File: config.mk
export PLATFORM = sky130hd
export DESIGN_NAME = document_pixel_recolor
export DESIGN_NICKNAME = d
export VERILOG_FILES = /design/src/rtl/dpr_pkg.sv /design/src/rtl/dpr_cfg.sv /design/src/rtl/dpr_chan.sv /design/src/rtl/document_pixel_recolor.sv
export SDC_FILE = /design/constraint.sdc
export NUM_CORES = 1
export LEC_CHECK = 0
export ABC_CLOCK_PERIOD_IN_PS = 30400
export CAP_MARGIN = 25
export CELL_PAD_IN_SITES_DETAIL_PLACEMENT = 2
export CELL_PAD_IN_SITES_GLOBAL_PLACEMENT = 2
export CORE_MARGIN = 5
export CORE_UTILIZATION = 45
export DETAILED_ROUTE_END_ITERATION = 10
export DONT_BUFFER_PORTS = 1
export PLACE_DENSITY = 0.86
export SETUP_SLACK_MARGIN = 0.02
export SYNTH_ARGS = -nofsm -noshare
export SYNTH_HDL_FRONTEND = slang
export SYNTH_SLANG_ARGS = --single-unit
export TNS_END_PERCENT = 50
File: constraint.sdc
create_clock -name aclk -period 30.4 [get_ports aclk]
set_clock_uncertainty 0.1 [all_clocks]
set_input_delay 4.56 -clock aclk [delete_from_list [all_inputs] [get_ports aclk]]
set_output_delay 4.56 -clock aclk [all_outputs]
set_load 0.005 [all_outputs]
File: src/rtl/dpr_pkg.sv
`timescale 1ns / 1ps
// ----------------------------------------------------------------------------
// Document pixel recolor package
// Shared types, register map and link-detection constants.
// ----------------------------------------------------------------------------
package dpr_pkg;

    localparam int unsigned PIX_W    = 8;
    localparam int unsigned COLOR_W  = 24;
    localparam int unsigned WORD_W   = 32;
    localparam int unsigned APB_AW   = 5;
    localparam int unsigned REG_IW   = 3;
    localparam int unsigned CCNT_W   = 3;

    // Register indexes (byte address is four times the index).
    typedef enum logic [REG_IW-1:0] {
        REG_TEXT_COLOR  = 3'd0,
        REG_BG_COLOR    = 3'd1,
        REG_LINK_COLOR  = 3'd2,
        REG_LINK_ENABLE = 3'd3,
        REG_CHAN_COUNT  = 3'd4
    } reg_idx_t;

    localparam logic [COLOR_W-1:0] TEXT_RESET = 24'h000000;
    localparam logic [COLOR_W-1:0] BG_RESET   = 24'hFFFFFF;
    localparam logic [COLOR_W-1:0] LINK_RESET = 24'h000000;
    localparam logic [CCNT_W-1:0]  CCNT_RESET = 3'd4;

    // Link detection thresholds. The mean test floor(sum/3) <= 230 is
    // the same as sum <= 3*230+2.
    localparam logic [9:0] LINK_MARGIN   = 10'd25;
    localparam logic [9:0] LINK_MIN_BLUE = 10'd72;
    localparam logic [9:0] LINK_MAX_SUM  = 10'd692;

    localparam logic [17:0] ROUND_BIAS = 18'sd128;
    localparam logic [8:0]  ALPHA_DIFF = 9'sd255;

    typedef struct packed {
        logic [COLOR_W-1:0] text_color;
        logic [COLOR_W-1:0] bg_color;
        logic [COLOR_W-1:0] link_color;
        logic               link_enable;
        logic [CCNT_W-1:0]  channel_count;
    } cfg_t;

endpackage

File: src/rtl/dpr_cfg.sv
`timescale 1ns / 1ps
// ----------------------------------------------------------------------------
// Document pixel recolor configuration registers
// APB register file holding the colors, link enable and channel count.
// ----------------------------------------------------------------------------
module dpr_cfg (
    input  logic                        aclk,
    input  logic                        aresetn,
    input  logic                        psel,
    input  logic                        penable,
    input  logic                        pwrite,
    input  logic [dpr_pkg::APB_AW-1:0]  paddr,
    input  logic [dpr_pkg::WORD_W-1:0]  pwdata,
    output logic [dpr_pkg::WORD_W-1:0]  prdata,
    output logic                        pready,
    output dpr_pkg::cfg_t               cfg
);
    import dpr_pkg::*;

    cfg_t     cfg_reg;
    reg_idx_t idx;
    logic     wr_en;

    assign idx    = reg_idx_t'(paddr[APB_AW-1:2]);
    assign wr_en  = psel && penable && pwrite;
    assign pready = 1'b1;
    assign cfg    = cfg_reg;

    always_ff @(posedge aclk) begin
        if (!aresetn) begin
            cfg_reg.text_color    <= TEXT_RESET;
            cfg_reg.bg_color      <= BG_RESET;
            cfg_reg.link_color    <= LINK_RESET;
            cfg_reg.link_enable   <= 1'b0;
            cfg_reg.channel_count <= CCNT_RESET;
        end else if (wr_en) begin
            unique case (idx)
                REG_TEXT_COLOR:  cfg_reg.text_color    <= pwdata[COLOR_W-1:0];
                REG_BG_COLOR:    cfg_reg.bg_color      <= pwdata[COLOR_W-1:0];
                REG_LINK_COLOR:  cfg_reg.link_color    <= pwdata[COLOR_W-1:0];
                REG_LINK_ENABLE: cfg_reg.link_enable   <= pwdata[0];
                REG_CHAN_COUNT:  cfg_reg.channel_count <= pwdata[CCNT_W-1:0];
                default: ;
            endcase
        end
    end

    always_comb begin
        unique case (idx)
            REG_TEXT_COLOR:  prdata = {8'd0, cfg_reg.text_color};
            REG_BG_COLOR:    prdata = {8'd0, cfg_reg.bg_color};
            REG_LINK_COLOR:  prdata = {8'd0, cfg_reg.link_color};
            REG_LINK_ENABLE: prdata = {31'd0, cfg_reg.link_enable};
            REG_CHAN_COUNT:  prdata = {29'd0, cfg_reg.channel_count};
            default:         prdata = '0;
        endcase
    end

endmodule

File: src/rtl/dpr_chan.sv
`timescale 1ns / 1ps
// ----------------------------------------------------------------------------
// Document pixel recolor channel
// Computes base + round(x * diff / 255), truncated to one byte.
// ----------------------------------------------------------------------------
module dpr_chan (
    input  logic [dpr_pkg::PIX_W-1:0]  x,
    input  logic [dpr_pkg::PIX_W-1:0]  base,
    input  logic signed [8:0]          diff,
    output logic [dpr_pkg::PIX_W-1:0]  result
);
    import dpr_pkg::*;

    logic signed [17:0] x_ext;
    logic signed [17:0] d_ext;
    logic signed [17:0] prod;
    logic signed [17:0] n;
    logic signed [17:0] n_adj;

    assign x_ext = $signed({10'd0, x});
    assign d_ext = $signed({{9{diff[8]}}, diff});
    assign prod  = 18'(x_ext * d_ext);
    assign n     = prod + $signed(ROUND_BIAS);
    assign n_adj = n + (n >>> 8);

    // Only the low byte of the shifted value survives the final truncation.
    assign result = base + n_adj[15:8];

endmodule

File: src/rtl/document_pixel_recolor.sv
`timescale 1ns / 1ps
// ----------------------------------------------------------------------------
// Document pixel recolor
// Maps page pixels onto a text/background palette with optional link tint.
// ----------------------------------------------------------------------------
// Usage:
//   Pixels enter on the s_ channel, one word per B,G,R,A pixel, with tuser
//   marking a pass-through pixel that is returned unchanged. Results leave
//   on the m_ channel in the same order, one word per input word.
//   Colors, link enable and channel count are set through the APB port and
//   should only be written while no pixel is in flight.
// Datapath and throughput:
//   A word is captured in the input register, recolored by one multiplier
//   per channel, and lands in the output register. One word is accepted
//   every cycle while m_tready stays high.
// Reset:
//   aresetn clears both pipeline stages and loads the register defaults.
// Stall:
//   When m_tready is low the output holds; the input register still takes
//   one more word if it is empty, then s_tready drops until the output drains.
// ----------------------------------------------------------------------------
module document_pixel_recolor (
    input  logic                        aclk,
    input  logic                        aresetn,
    input  logic                        s_tvalid,
    output logic                        s_tready,
    input  logic [31:0]                 s_tdata,   // in_blue, in_green, in_red, in_alpha
    input  logic                        s_tuser,   // pass_through
    output logic                        m_tvalid,
    input  logic                        m_tready,
    output logic [31:0]                 m_tdata,   // out_blue, out_green, out_red, out_alpha
    input  logic                        psel,
    input  logic                        penable,
    input  logic                        pwrite,
    input  logic [dpr_pkg::APB_AW-1:0]  paddr,
    input  logic [dpr_pkg::WORD_W-1:0]  pwdata,
    output logic [dpr_pkg::WORD_W-1:0]  prdata,
    output logic                        pready
);
    import dpr_pkg::*;

    cfg_t        cfg;
    logic        s1_valid_reg;
    logic [31:0] s1_pix_reg;
    logic        s1_pass_reg;
    logic        m_valid_reg;
    logic [31:0] m_data_reg;
    logic        s1_adv;
    logic        s_acc;

    logic [PIX_W-1:0] b, g, r, a;
    logic [9:0]       b_ext, maxrg, sum;
    logic [8:0]       rg_sum;
    logic             is_link;
    logic [CCNT_W-1:0] nch;
    logic [PIX_W-1:0] ch_x    [4];
    logic [PIX_W-1:0] ch_base [4];
    logic signed [8:0] ch_diff [4];
    logic [PIX_W-1:0] ch_res  [4];
    logic [PIX_W-1:0] px      [4];
    logic [31:0]      result;

    dpr_cfg u_cfg (
        .aclk    (aclk),
        .aresetn (aresetn),
        .psel    (psel),
        .penable (penable),
        .pwrite  (pwrite),
        .paddr   (paddr),
        .pwdata  (pwdata),
        .prdata  (prdata),
        .pready  (pready),
        .cfg     (cfg)
    );

    // The input stage moves when the output register is empty or draining.
    assign s1_adv   = !m_valid_reg || m_tready;
    assign s_tready = !s1_valid_reg || s1_adv;
    assign s_acc    = s_tvalid && s_tready;
    assign m_tvalid = m_valid_reg;
    assign m_tdata  = m_data_reg;

    always_ff @(posedge aclk) begin
        if (!aresetn) begin
            s1_valid_reg <= 1'b0;
            m_valid_reg  <= 1'b0;
        end else begin
            if (s_tready) begin
                s1_valid_reg <= s_tvalid;
            end
            if (s1_adv) begin
                m_valid_reg <= s1_valid_reg;
            end
        end
    end

    always_ff @(posedge aclk) begin
        if (s_acc) begin
            s1_pix_reg  <= s_tdata;
            s1_pass_reg <= s_tuser;
        end
        if (s1_adv && s1_valid_reg) begin
            m_data_reg <= result;
        end
    end

    assign b = s1_pix_reg[7:0];
    assign g = s1_pix_reg[15:8];
    assign r = s1_pix_reg[23:16];
    assign a = s1_pix_reg[31:24];
    assign px[0] = b;
    assign px[1] = g;
    assign px[2] = r;
    assign px[3] = a;

    assign b_ext  = {2'd0, b};
    assign maxrg  = (r > g) ? {2'd0, r} : {2'd0, g};
    assign sum    = {2'd0, b} + {2'd0, g} + {2'd0, r};
    assign rg_sum = {1'b0, g} + {1'b0, r};
    assign is_link = cfg.link_enable && (b_ext >= maxrg + LINK_MARGIN)
                  && (b_ext >= LINK_MIN_BLUE) && (sum <= LINK_MAX_SUM);
    assign nch = (cfg.channel_count > CCNT_RESET) ? CCNT_RESET : cfg.channel_count;

    always_comb begin
        for (int i = 0; i < 3; i++) begin
            if (is_link) begin
                ch_x[i]    = rg_sum[8:1];
                ch_base[i] = cfg.link_color[8*i +: 8];
                ch_diff[i] = $signed({1'b0, cfg.bg_color[8*i +: 8]})
                           - $signed({1'b0, cfg.link_color[8*i +: 8]});
            end else begin
                ch_x[i]    = px[i];
                ch_base[i] = cfg.text_color[8*i +: 8];
                ch_diff[i] = $signed({1'b0, cfg.bg_color[8*i +: 8]})
                           - $signed({1'b0, cfg.text_color[8*i +: 8]});
            end
        end
        ch_x[3]    = a;
        ch_base[3] = '0;
        ch_diff[3] = $signed(ALPHA_DIFF);
    end

    for (genvar gi = 0; gi < 4; gi++) begin : g_chan
        dpr_chan u_chan (
            .x      (ch_x[gi]),
            .base   (ch_base[gi]),
            .diff   (ch_diff[gi]),
            .result (ch_res[gi])
        );
    end

    always_comb begin
        for (int i = 0; i < 4; i++) begin
            if (s1_pass_reg) begin
                result[8*i +: 8] = px[i];
            end else if (is_link) begin
                result[8*i +: 8] = (i < 3) ? ch_res[i] : px[i];
            end else if (CCNT_W'(i) < nch) begin
                result[8*i +: 8] = ch_res[i];
            end else begin
                result[8*i +: 8] = px[i];
            end
        end
    end

    a_out_from_stage: assert property (@(posedge aclk) disable iff (!aresetn)
        $rose(m_tvalid) |-> $past(s1_valid_reg))
        else $error("output word appeared without a word in the input stage");

    a_pass_through: assert property (@(posedge aclk) disable iff (!aresetn)
        (s1_valid_reg && s1_adv && s1_pass_reg) |=> (m_tdata == $past(s1_pix_reg)))
        else $error("pass-through word was modified");

    a_alpha_kept: assert property (@(posedge aclk) disable iff (!aresetn)
        (s1_valid_reg && s1_adv && (cfg.channel_count < CCNT_RESET))
        |=> (m_tdata[31:24] == $past(s1_pix_reg[31:24])))
        else $error("alpha changed with fewer than four channels");

    a_no_overrun: assert property (@(posedge aclk) disable iff (!aresetn)
        (s1_valid_reg && !s1_adv) |=> (s1_valid_reg && $stable(s1_pix_reg)))
        else $error("input stage overwritten while output stalled");

endmodule
==> results.sh <==
export IMPL_min_path_type="flip-flop to flip-flop"
export IMPL_gp_congestion=0.8780
export IMPL_crit_required_ns=30.57
export IMPL_met3RoutedLength_um=4720
export IMPL_startpoint_type="flip-flop"
export IMPL_tritoncts="yes"
export IMPL_wl_met1_um=32080
export IMPL_drive_gt1_share_pct=6.345
export IMPL_die_w_um=222.3
export IMPL_gr_usage_all_layers_pct=32.23
export IMPL_ys_ff_latch=143
export IMPL_firstDrtPassIters=5
export IMPL_htree_levels=4
export IMPL_fmax_mhz=55.64
export IMPL_cpPeakStageDelay_ns=0.82
export IMPL_fp_row_count=77
export IMPL_hold_viol_final=0
export IMPL_synth_cell_types=91
export IMPL_placed_area_um2=21000
export IMPL_worst_pin_slew_ns=1.188
export IMPL_cp_max_fo=48
export IMPL_wl_met2_um=41910
export IMPL_instances_no_fill=2899
export IMPL_cts_root_buffer="clkbuf_16"
export IMPL_io_pins=144
export IMPL_hold_buffers=0
export IMPL_clk_path_buf_depth=2
export IMPL_critPathBufInv=7
export IMPL_wl_per_cell_um=28.73
export IMPL_setup_ws_ns=12.43
export IMPL_path_delay_family="compound AO/OA/AOI/OAI gates"
export IMPL_place_ws_ns=13.39
export IMPL_postLayoutCellArea_um2=21630
export IMPL_maxCapViolCount=0
export IMPL_largest_reg_flops=76
export IMPL_start_util_pct=45.68
export IMPL_grt_max_degree=79
export IMPL_num_nets_final=2854
export IMPL_cp_common_cell="a21oi_1"
export IMPL_cts_sinks=143
export IMPL_status="completed"
export IMPL_fin_crit_sh_pct=59.12
export IMPL_ys_warn_count=0
export IMPL_crit_arrival_ns=18.14
export IMPL_cts_made_buffers=17
export IMPL_clock_insertion_delay_worst_skew_ns=0.51
export IMPL_slew_headroom_pct=20.10
export IMPL_fin_crit_ns=17.97
export IMPL_post_cts_buffers=0
export IMPL_core_um2=44410
export IMPL_worstSetupPathType="flip-flop to flip-flop"
export IMPL_wirelength_um=83280
export IMPL_finalSetupViolations=0
export IMPL_cpMaxStageDelayCell="edfxtp_1"
export IMPL_die_h_um=222.3
export IMPL_grt_pass1_vias=20210
export IMPL_avgSynthCellArea_um2=8.824
export IMPL_synthFlopType="dfxtp_1"
export IMPL_synth_seq_area_share_pct=17.32
export IMPL_ctsResizeCount=0
export IMPL_drv_slew=0
export IMPL_grt_ovfl_total=0
export IMPL_final_setup_tns_ns=0
export IMPL_ant_nets=0
export IMPL_die_area_um2=49430
export IMPL_dp_cells=2856
export IMPL_grt_pass1_wl_um=122800
export IMPL_dp_hpwl_um=63740
export IMPL_clk_pin_slew_ns=0.08
export IMPL_synth_edf_count=65
export IMPL_rrSetupSlack_ns=12.43
export IMPL_netlist_area_um2=20290
export IMPL_area_growth_pct=6.624
export IMPL_crit_path_end_kind="flip-flop"
export IMPL_io_buffers=0
export IMPL_post_route_drc_count=0
export IMPL_drt_iter0_markers=1207
export IMPL_ys_async_sr_fraction_pct=0
export IMPL_syn_instance_count=2299
export IMPL_rsz0062_at_grt="no"
export IMPL_vias_per_cell=6.148
export IMPL_highest_layer="met4"
export IMPL_num_vias=17820
export IMPL_grt_antenna_before_repair=5
==> cell usage after synthesis, types with 18 or more instances <==
| cell | instances | area (um^2) |
|---|---|---|
| ha_1 | 311 | 3891 |
| inv_1 | 283 | 1062 |
| nand2_1 | 242 | 908.4 |
| nor2_1 | 218 | 818.3 |
| fa_1 | 178 | 3563 |
| a21oi_1 | 128 | 640.6 |
| xnor2_1 | 98 | 858.3 |
| dfxtp_1 | 78 | 1562 |
| edfxtp_1 | 65 | 1952 |
| o21ai_0 | 58 | 290.3 |
| a21boi_0 | 54 | 405.4 |
| a21o_1 | 51 | 382.9 |
| mux2i_1 | 49 | 490.5 |
| clkbuf_1 | 46 | 172.7 |
| nand3_1 | 45 | 225.2 |
| or2_2 | 39 | 244.0 |
| xor2_1 | 39 | 341.6 |
| nand2b_1 | 32 | 200.2 |
| o21bai_1 | 30 | 225.2 |
| nor2b_1 | 24 | 150.1 |
| and2_1 | 19 | 118.9 |
| nor3_1 | 18 | 90.09 |
==> worst min-delay path: stages (launching register included) <==
cell      delay [ns]
dfxtp_1         0.32
nand2_1         0.05
a21boi_0        0.06
==> through the flow <==
step                utilization, %  hold slack, ns
floorplan                        -          0.3521
global placement             47.10          0.3617
detailed placement           47.27          0.3799
global route                 48.69          0.4152
finish                       48.70          0.3862
CTS                          48.56          0.3897
==> metal layers <==
layer  GRT usage (%)  vias to the layer above
li1                -                     7675
met1           37.15                     9208
met2           57.44                      685
met3           6.190                      254
met4           15.47                        0
met5               0                        -
==> area by class of cell <==
cell class	instances	area, um^2
Antenna cell	6	15.01
Timing Repair Buffer	24	236.5
Clock buffer	18	450.4
Multi-Input combinational cell	1817	15480
Tap cell	592	740.7
Inverter	285	1072
Fill cell	4851	22780
Sequential cell	143	3513
Clock inverter	14	122.6
==> cells in the final DEF, fill, tap and decap left out, drive strengths merged, types with 4 or more instances in the layout <==
cell	instances
a211o	4
a21boi	54
a21o	51
a21oi	129
a31oi	13
and2	19
and3	5
buf	23
clkbuf	18
clkinv	6
conb	9
dfxtp	78
diode	6
edfxtp	65
fa	178
ha	311
inv	293
maj3	7
mux2	19
mux2i	49
nand2	243
nand2b	32
nand3	47
nand4	4
nor2	218
nor2b	24
nor3	19
nor3b	5
o2111ai	4
o211ai	16
o21a	17
o21ai	67
o21bai	30
o31ai	7
or2	40
or3	7
xnor2	98
xor2	40
==> kinds of logic (layout without fill, tap and decap cells) <==
kind of cell | after synthesis | in the layout | synth area share [%]
buffers and inverters | 346 | 341 | 6.624
multiplexers | 68 | 68 | 3.509
adder cells (fa/ha/maj) | 496 | 496 | 37.10
AND/OR/NAND/NOR | 681 | 681 | 15.38
AO/OA/AOI/OAI | 423 | 423 | 13.82
flip-flops | 143 | 143 | 17.32
XOR/XNOR | 140 | 140 | 6.217
other | 2 | 15 | 0.03702
==> final timing paths <==
check                                     end      startpoint  depth (start not counted)
worst max-delay path               m_tdata[7]  s1_pix_reg[17]                         64
worst min-delay path            u_cfg.cfg[59]   u_cfg.cfg[59]                          2
worst max register to register     m_tdata[7]  s1_pix_reg[17]                         64
worst min register to register  u_cfg.cfg[59]   u_cfg.cfg[59]                          2
Power is left out: the tool's default activity adds up to more than one toggle a clock period on the data nets, which glitch-free logic cannot reach.
